`src/rtl/ewc_pkg.sv`:
```
// ----------------------------------------------------------------------------
// ewc_pkg
// Types and constants shared by the energy-weighted centroid accumulator.
// ----------------------------------------------------------------------------
package ewc_pkg;

    localparam int COORD_W  = 16;   // eta / phi width
    localparam int CELL_E_W = 24;   // cell energy width
    localparam int TOTAL_W  = 32;   // accumulated energy width
    localparam int NUM_W    = 48;   // numerator magnitude width
    localparam int DEN_W    = 32;   // divisor width (|total| + |cell| < 2^32)
    localparam int QUO_W    = 16;   // quotient magnitude width
    localparam int PROD_W   = COORD_W + TOTAL_W + 1;

    localparam logic OP_ACCUM = 1'b0;
    localparam logic OP_CLEAR = 1'b1;

    typedef struct packed {
        logic                        op;
        logic signed [COORD_W-1:0]   cell_eta;
        logic signed [COORD_W-1:0]   cell_phi;
        logic signed [CELL_E_W-1:0]  cell_energy;
    } t_in_item;

    typedef struct packed {
        logic signed [COORD_W-1:0]   centroid_eta_out;
        logic signed [COORD_W-1:0]   centroid_phi_out;
        logic signed [TOTAL_W-1:0]   total_energy_out;
    } t_out_item;

    typedef enum logic [2:0] {
        S_IDLE,
        S_MUL_OLD,
        S_MUL_CELL,
        S_DIV_GO,
        S_DIV_WAIT,
        S_DONE
    } t_state;

endpackage

```
`src/rtl/ewc_div.sv`:
```
// ----------------------------------------------------------------------------
// ewc_div
// Radix-2 restoring divider, one quotient bit per cycle. The quotient is
// known to fit QUO_W bits, so the upper numerator bits preload the remainder.
// ----------------------------------------------------------------------------
module ewc_div
    import ewc_pkg::*;
(
    input  logic               i_clk,
    input  logic               i_rst_n,
    input  logic               i_start,
    input  logic [NUM_W-1:0]   i_num,
    input  logic [DEN_W-1:0]   i_den,
    output logic               o_done,
    output logic [QUO_W-1:0]   o_quo
);

    localparam int CNT_W = $clog2(QUO_W + 1);

    logic [DEN_W-1:0] r_rem;
    logic [QUO_W-1:0] r_low;
    logic [DEN_W-1:0] r_den;
    logic [CNT_W-1:0] r_cnt;
    logic             r_busy;
    logic             r_done;

    logic [DEN_W:0]   w_trial;
    logic [DEN_W:0]   w_diff;
    logic             w_fit;

    always_comb begin
        w_trial = {r_rem, r_low[QUO_W-1]};
        w_diff  = w_trial - {1'b0, r_den};
        w_fit   = (w_trial >= {1'b0, r_den});
    end

    always_ff @(posedge i_clk) begin
        if (!i_rst_n) begin
            r_busy <= 1'b0;
            r_done <= 1'b0;
            r_cnt  <= '0;
        end else begin
            r_done <= 1'b0;
            if (i_start) begin
                r_busy <= 1'b1;
                r_cnt  <= CNT_W'(QUO_W);
            end else if (r_busy) begin
                r_cnt <= r_cnt - 1'b1;
                if (r_cnt == CNT_W'(1)) begin
                    r_busy <= 1'b0;
                    r_done <= 1'b1;
                end
            end
        end
    end

    always_ff @(posedge i_clk) begin
        if (i_start) begin
            r_rem <= i_num[NUM_W-1:QUO_W];
            r_low <= i_num[QUO_W-1:0];
            r_den <= i_den;
        end else if (r_busy) begin
            // remainder stays below the divisor, so it fits DEN_W bits
            r_rem <= w_fit ? w_diff[DEN_W-1:0] : w_trial[DEN_W-1:0];
            r_low <= {r_low[QUO_W-2:0], w_fit};
        end
    end

    assign o_done = r_done;
    assign o_quo  = r_low;

endmodule

```
`src/rtl/energy_weighted_centroid_accumulator_top.sv`:
```
// ----------------------------------------------------------------------------
// energy_weighted_centroid_accumulator_top
// Folds calorimeter cells into one energy-weighted cluster centroid.
// ----------------------------------------------------------------------------
// Usage:
//   Input channel i_in_valid / o_in_stall carries one t_in_item per
//   transaction: op selects accumulate or clear. Output channel o_out_valid /
//   i_out_stall returns one t_out_item per input transaction with the
//   updated centroid and saturated total energy.
//   An accumulate with nonzero weight runs two products on a shared
//   multiplier and a 16-step serial divide for each of eta and phi, in the
//   steps MUL_OLD, MUL_CELL, DIV_GO and DIV_WAIT, first for eta and then
//   for phi, and ends in DONE; the next item is taken only once the block
//   is back in IDLE. A clear, or an accumulate where both weights are zero,
//   goes from acceptance straight to DONE.
//   o_in_stall is high while an item is in work. The result sits in an
//   output register; while the receiver stalls it holds, and a finished item
//   waits in its last step until that register frees up.
//   Reset zeroes the centroid and energy and empties the output register.
// ----------------------------------------------------------------------------
module energy_weighted_centroid_accumulator_top
    import ewc_pkg::*;
(
    input  logic      i_clk,
    input  logic      i_rst_n,
    input  logic      i_in_valid,
    output logic      o_in_stall,
    input  t_in_item  i_in_data,
    output logic      o_out_valid,
    input  logic      i_out_stall,
    output t_out_item o_out_data
);

    t_state r_state, n_state;

    logic signed [COORD_W-1:0]  r_eta, r_phi;
    logic signed [TOTAL_W-1:0]  r_total;
    logic signed [COORD_W-1:0]  r_cell_eta, r_cell_phi;
    logic [TOTAL_W-1:0]         r_wo;
    logic [CELL_E_W-1:0]        r_wn;
    logic [DEN_W-1:0]           r_den;
    logic                       r_sel;      // 0 eta, 1 phi
    logic signed [PROD_W-1:0]   r_num;
    logic                       r_out_valid;
    t_out_item                  r_out_data;

    logic                       w_accept;
    logic                       w_zero;
    logic [TOTAL_W:0]           w_wo_ext;
    logic [CELL_E_W:0]          w_wn_ext;
    logic signed [TOTAL_W:0]    w_esum;
    logic signed [TOTAL_W-1:0]  w_esat;
    logic signed [COORD_W-1:0]  w_mul_a;
    logic signed [TOTAL_W:0]    w_mul_b;
    logic signed [PROD_W-1:0]   w_prod;
    logic                       w_neg;
    logic [PROD_W-1:0]          w_mag;
    logic                       w_div_start;
    logic                       w_div_done;
    logic [QUO_W-1:0]           w_quo;
    logic signed [COORD_W-1:0]  w_coord;
    logic                       w_out_free;

    function automatic logic signed [COORD_W-1:0] floor_half(
        input logic signed [COORD_W-1:0] a,
        input logic signed [COORD_W-1:0] b
    );
        logic signed [COORD_W:0] s;
        s = {a[COORD_W-1], a} + {b[COORD_W-1], b};
        return s[COORD_W:1];
    endfunction

    assign w_accept   = i_in_valid && (r_state == S_IDLE);
    assign o_in_stall = (r_state != S_IDLE);
    assign w_out_free = !r_out_valid || !i_out_stall;

    always_comb begin
        w_wo_ext = r_total[TOTAL_W-1] ? ((TOTAL_W+1)'(0) - {r_total[TOTAL_W-1], r_total})
                                      : {1'b0, r_total};
        w_wn_ext = i_in_data.cell_energy[CELL_E_W-1]
                 ? ((CELL_E_W+1)'(0) - {i_in_data.cell_energy[CELL_E_W-1],
                                        i_in_data.cell_energy})
                 : {1'b0, i_in_data.cell_energy};
        w_zero   = (r_total == '0) && (i_in_data.cell_energy == '0);
        w_esum   = {r_total[TOTAL_W-1], r_total}
                 + (TOTAL_W+1)'(signed'(i_in_data.cell_energy));
        if (w_esum[TOTAL_W] != w_esum[TOTAL_W-1]) begin
            w_esat = w_esum[TOTAL_W] ? {1'b1, {(TOTAL_W-1){1'b0}}}
                                     : {1'b0, {(TOTAL_W-1){1'b1}}};
        end else begin
            w_esat = w_esum[TOTAL_W-1:0];
        end
    end

    // shared multiplier: old coordinate times |total|, then cell times |cell energy|
    always_comb begin
        if (r_state == S_MUL_OLD) begin
            w_mul_a = r_sel ? r_phi : r_eta;
            w_mul_b = {1'b0, r_wo};
        end else begin
            w_mul_a = r_sel ? r_cell_phi : r_cell_eta;
            w_mul_b = {{(TOTAL_W+1-CELL_E_W){1'b0}}, r_wn};
        end
        w_prod = w_mul_a * w_mul_b;
    end

    assign w_neg       = r_num[PROD_W-1];
    assign w_mag       = w_neg ? (PROD_W'(0) - r_num) : r_num;
    assign w_div_start = (r_state == S_DIV_GO);
    assign w_coord     = w_neg ? (COORD_W'(0) - w_quo) : w_quo;

    ewc_div u_div (
        .i_clk   (i_clk),
        .i_rst_n (i_rst_n),
        .i_start (w_div_start),
        .i_num   (w_mag[NUM_W-1:0]),
        .i_den   (r_den),
        .o_done  (w_div_done),
        .o_quo   (w_quo)
    );

    always_comb begin
        n_state = r_state;
        unique case (r_state)
            S_IDLE: begin
                if (w_accept) begin
                    n_state = (i_in_data.op == OP_CLEAR || w_zero) ? S_DONE : S_MUL_OLD;
                end
            end
            S_MUL_OLD:  n_state = S_MUL_CELL;
            S_MUL_CELL: n_state = S_DIV_GO;
            S_DIV_GO:   n_state = S_DIV_WAIT;
            S_DIV_WAIT: begin
                if (w_div_done) begin
                    n_state = r_sel ? S_DONE : S_MUL_OLD;
                end
            end
            S_DONE: begin
                if (w_out_free) begin
                    n_state = S_IDLE;
                end
            end
            default: n_state = S_IDLE;
        endcase
    end

    always_ff @(posedge i_clk) begin
        if (!i_rst_n) begin
            r_state     <= S_IDLE;
            r_eta       <= '0;
            r_phi       <= '0;
            r_total     <= '0;
            r_sel       <= 1'b0;
            r_out_valid <= 1'b0;
        end else begin
            r_state <= n_state;
            if (w_accept) begin
                r_sel <= 1'b0;
                if (i_in_data.op == OP_CLEAR) begin
                    r_eta   <= '0;
                    r_phi   <= '0;
                    r_total <= '0;
                end else begin
                    // weights are captured now, so the total can move on
                    r_total <= w_esat;
                    if (w_zero) begin
                        r_eta <= floor_half(r_eta, i_in_data.cell_eta);
                        r_phi <= floor_half(r_phi, i_in_data.cell_phi);
                    end
                end
            end else if (r_state == S_DIV_WAIT && w_div_done) begin
                if (r_sel) begin
                    r_phi <= w_coord;
                end else begin
                    r_eta <= w_coord;
                end
                r_sel <= 1'b1;
            end
            if (r_state == S_DONE && w_out_free) begin
                r_out_valid <= 1'b1;
            end else if (!i_out_stall) begin
                r_out_valid <= 1'b0;
            end
        end
    end

    always_ff @(posedge i_clk) begin
        if (w_accept) begin
            r_cell_eta <= i_in_data.cell_eta;
            r_cell_phi <= i_in_data.cell_phi;
            r_wo       <= w_wo_ext[TOTAL_W-1:0];
            r_wn       <= w_wn_ext[CELL_E_W-1:0];
            r_den      <= w_wo_ext[DEN_W-1:0] + DEN_W'(w_wn_ext);
        end
        if (r_state == S_MUL_OLD) begin
            r_num <= w_prod;
        end else if (r_state == S_MUL_CELL) begin
            r_num <= r_num + w_prod;
        end
        if (r_state == S_DONE && w_out_free) begin
            r_out_data.centroid_eta_out <= r_eta;
            r_out_data.centroid_phi_out <= r_phi;
            r_out_data.total_energy_out <= r_total;
        end
    end

    assign o_out_valid = r_out_valid;
    assign o_out_data  = r_out_data;

endmodule

```
`config.mk`:
```
export PLATFORM = sky130hd
export DESIGN_NAME = energy_weighted_centroid_accumulator_top
export DESIGN_NICKNAME = d
export VERILOG_FILES = /design/src/rtl/ewc_pkg.sv /design/src/rtl/ewc_div.sv /design/src/rtl/energy_weighted_centroid_accumulator_top.sv
export SDC_FILE = /design/constraint.sdc
export NUM_CORES = 2
export LEC_CHECK = 0
export BUFFER_PORTS_ARGS = -buffer_cell sky130_fd_sc_hd__buf_4
export CORE_AREA = 5 5 380 457
export DETAILED_ROUTE_END_ITERATION = 16
export DIE_AREA = 0 0 385 462
export HOLD_SLACK_MARGIN = 0.12
export PLACE_DENSITY = 0.41
export SLEW_MARGIN = 10
export SYNTH_ARGS = -nofsm -noshare
export SYNTH_HDL_FRONTEND = slang
export SYNTH_HIERARCHICAL = 1
export SYNTH_SLANG_ARGS = --single-unit
export TNS_END_PERCENT = 10
```
`constraint.sdc`:
```
create_clock -name i_clk -period 10.9 [get_ports i_clk]
set_input_delay 2.18 -clock i_clk [delete_from_list [all_inputs] [get_ports i_clk]]
set_output_delay 2.18 -clock i_clk [all_outputs]
set_load 0.01 [all_outputs]
```
==> results.toml <==
[sta]
whs_ns = 0.408
worst-slew-pin-transition_ns = 1.15
max_freq_mhz = 96.5
relSlewSlack_pct = 23.2
timing.final.hold_violations = 0
finalCriticalPeriod_ns = 10.37
fin_tns_setup_ns = 0
slew_viol_final = 0
setup_viol = 0
clock_skew_ns = 0.0531
rsz0062_at_grt = "false"
period_share_pct = 95.1

[cells_and_area]
nets = 5500
drive_above_1_share_pct = 9.27
fillers = 18100
area_delta_synth_final_pct = 14.2

[flow_run]
cap_violations = 0

[yosys]
synthAdderAreaFrac_pct = 30.1
syn_area_um2 = 42000
synth_edf_count = 313
yosys_warnings = 6
ys_seq_area_share_pct = 26.0
synth_ff_type = "edfxtp_1"
synth-xor-area-share_pct = 6.40
syn-num-nets = 5353
synth_seq_cells = 389
synth_top_area_share_pct = 22.4
synth-simple-area-share_pct = 14.1
synth_top_family_by_area = "adder cells"
synth_area_leaders = "edfxtp_1 (22%), fa_1 (20%), ha_1 (9.8%), inv_1 (5.7%), nand2_1 (5.5%)"
synth_largest_area_cell = "edfxtp_1"
synth.area.mux_share_pct = 2.21
synth_cells = 4538
synthArstFlopShare_pct = 0
synth-compound-area-share_pct = 14.0
synth_area_per_cell_um2 = 9.24
synth.distinct_cells = 90

[global_routing]
first_global_vias = 34100
overflow = 0
antenna_found_initial = 2
grt_use_total_pct = 16.7
grt_pass1_wl_um = 224000
grt_max_degree = 142

[place]
gp_congestion = 0.894
io_buffer_count = 126
dp_hpwl_um = 122000

[drt]
wl_um = 151000
dr.pass1.iters = 9
vias_per_cell = 4.69
ant_nets = 0
drt_iter0_markers = 2018
drc = 0
route.detailed.wl_per_inst_um = 21.6
vias = 32800

[setup_path]
cp_slowest_cell = "dfxtp_4"
end_kind = "flip-flop"
critPathArrivalTime_ns = 10.70
worstPathRequired_ns = 11.23
cp.depth = 35
r2r_start = "r_sel"
path_max_fanout = 26
worst-path-buf-inv = 5
reg2regPathDepth = 35
rrSetupSlack_ns = 0.53
worstSetupPathType = "reg -> reg"
max_stage_delay_ns = 0.59
cpMostUsedCell = "fa_1"
r2r-end = "r_num[48]"
crit_family = "adder cells"
cp-start-kind = "flip-flop"

[floorplan]
die_h_um = 462
dieArea_um2 = 178000
io_pins = 127
core_area_um2 = 169000
rows = 166
start_util_pct = 24.8
die_w_um = 385

[clock_network]
clk_pin_slew_ns = 0.06
clock_sinks = 389
tritoncts = "yes"
numCtsBuffers = 48
clockBufferDepth = 3
ctsRootBufferMaster = "clkbuf_16"
cts_hold_repair.buffers = 0
clkLatencyLatePin_ns = 0.64
cts_max_level = 2

[min_path]
min-delay-start = "r_den[24]"
hold_path_class = "reg -> reg"
hold_depth = 0
hold_path_end = "u_div/r_den[24]"

[status]
outcome = "finished clean"
==> stage by stage <==
step / cell area [um2] / instances / worst slack (ns) / util, %
after floorplan: 42000 / 4538 / 1.05 / -
after global placement: 46300 / 6901 / 0.221 / 27.3
after detailed placement: 46300 / 6901 / 0.145 / 27.3
after CTS: 47800 / 6990 / 0.0637 / 28.3
after global routing: 47900 / 6992 / 0.0211 / 28.3
final: 47900 / 6994 / 0.533 / 28.3
==> layout make-up <==
| class | instances | area, um2 | share of cell area [%] |
|---|---|---|---|
| diodes | 2 | 5.00 | 0.0104 |
| clock buffers | 56 | 1240 | 2.59 |
| clock inverters | 33 | 338 | 0.705 |
| inverters | 634 | 2380 | 4.98 |
| multi-input cells | 3355 | 28100 | 58.7 |
| flip-flops and latches | 389 | 10900 | 22.8 |
| well taps | 2268 | 2840 | 5.92 |
| repair buffers | 257 | 2030 | 4.24 |
==> worst max-delay path by stage <==
stage	startpoint	end	slack, ns
after floorplan	r_state[0]	r_num[46]	1.05
after global placement	r_sel	r_num[48]	0.22
after detailed placement	r_sel	r_num[48]	0.14
after CTS	r_sel	r_num[48]	0.06
after global routing	r_sel	r_num[41]	0.02
final	r_sel	r_num[48]	0.53
==> metal layers <==
layer / wire length (um) / GRT usage [%] / vias up
li1: - / - / 15600
met2: 74700 / 29.8 / 629
met4: 5350 / 5.20 / 2
met1: 66400 / 21.3 / 16400
met3: 4620 / 1.45 / 147
met5: 13 / 0 / -
==> state kept, by name (all words and copies together) (netlist names), 24 cells and up <==
| signal | flops |
|---|---|
| r_wo | 32 |
| r_wn | 24 |
| r_den | 32 |
| u_div/r_rem | 32 |
| u_div/r_den | 32 |
| r_num | 49 |
| r_total | 32 |
| o_out_data | 64 |
==> synth_stat cells (all sizes together) (46+ instances only) <==
cell / instances
fa: 424
xor2: 76
a21o: 95
inv: 633
a21oi: 259
o31ai: 46
dfxtp: 76
ha: 330
clkbuf: 136
xnor2: 228
o21ai: 176
mux2i: 50
edfxtp: 313
nor2: 339
nand2: 613
==> logic make-up (layout without fill, tap and decap cells) <==
group           after synthesis  after routing
flops                       389            389
fa+ha+maj                   754            754
simple gates               1311           1311
mux                          88             88
other cells                   1              3
xor+xnor                    305            305
buf+inv                     794            980
compound gates              896            896
==> worst register-to-register path, delay by kind of cell, from the launching register on <==
family | cells | cell delay, ns
xor gates and xnor gates | 2 | 0.58
adders and majority gates | 8 | 3.64
and+or+nand+nor | 4 | 0.51
buffers and inverters | 5 | 0.45
DFF | 1 | 0.59
muxes | 2 | 0.77
AOI/OAI and AO/OA | 14 | 3.48
==> placed cells by master, fill, tap and decap left out, types with 34 or more instances in the layout <==
cell	instances
o21a_1	34
a211oi_1	34
o21ai_1	51
buf_4	248
o21bai_1	36
nand2_1	609
fa_1	424
o21ai_0	119
dfxtp_1	72
inv_1	632
mux2i_1	50
mux2_2	38
xnor2_1	228
a21o_1	95
clkbuf_16	49
edfxtp_1	313
ha_1	330
and2_1	35
nor3_1	42
nand3_1	45
a221o_1	36
nor2b_1	35
xor2_1	76
o31ai_1	45
nor2_1	335
a21oi_1	257
==> what timing repair did <==
| item | 4_1_cts | 5_1_grt |
|---|---|---|
| setup buffers | 0 | 1 |
| endpoints found under the setup margin | 0 | 8 |
| endpoints found under the hold margin | 0 | 0 |
| gates resized for setup | 0 | 15 |
Power is not shown: default switching activity piles up to over one toggle a cycle in this logic, so the estimate is an artifact.
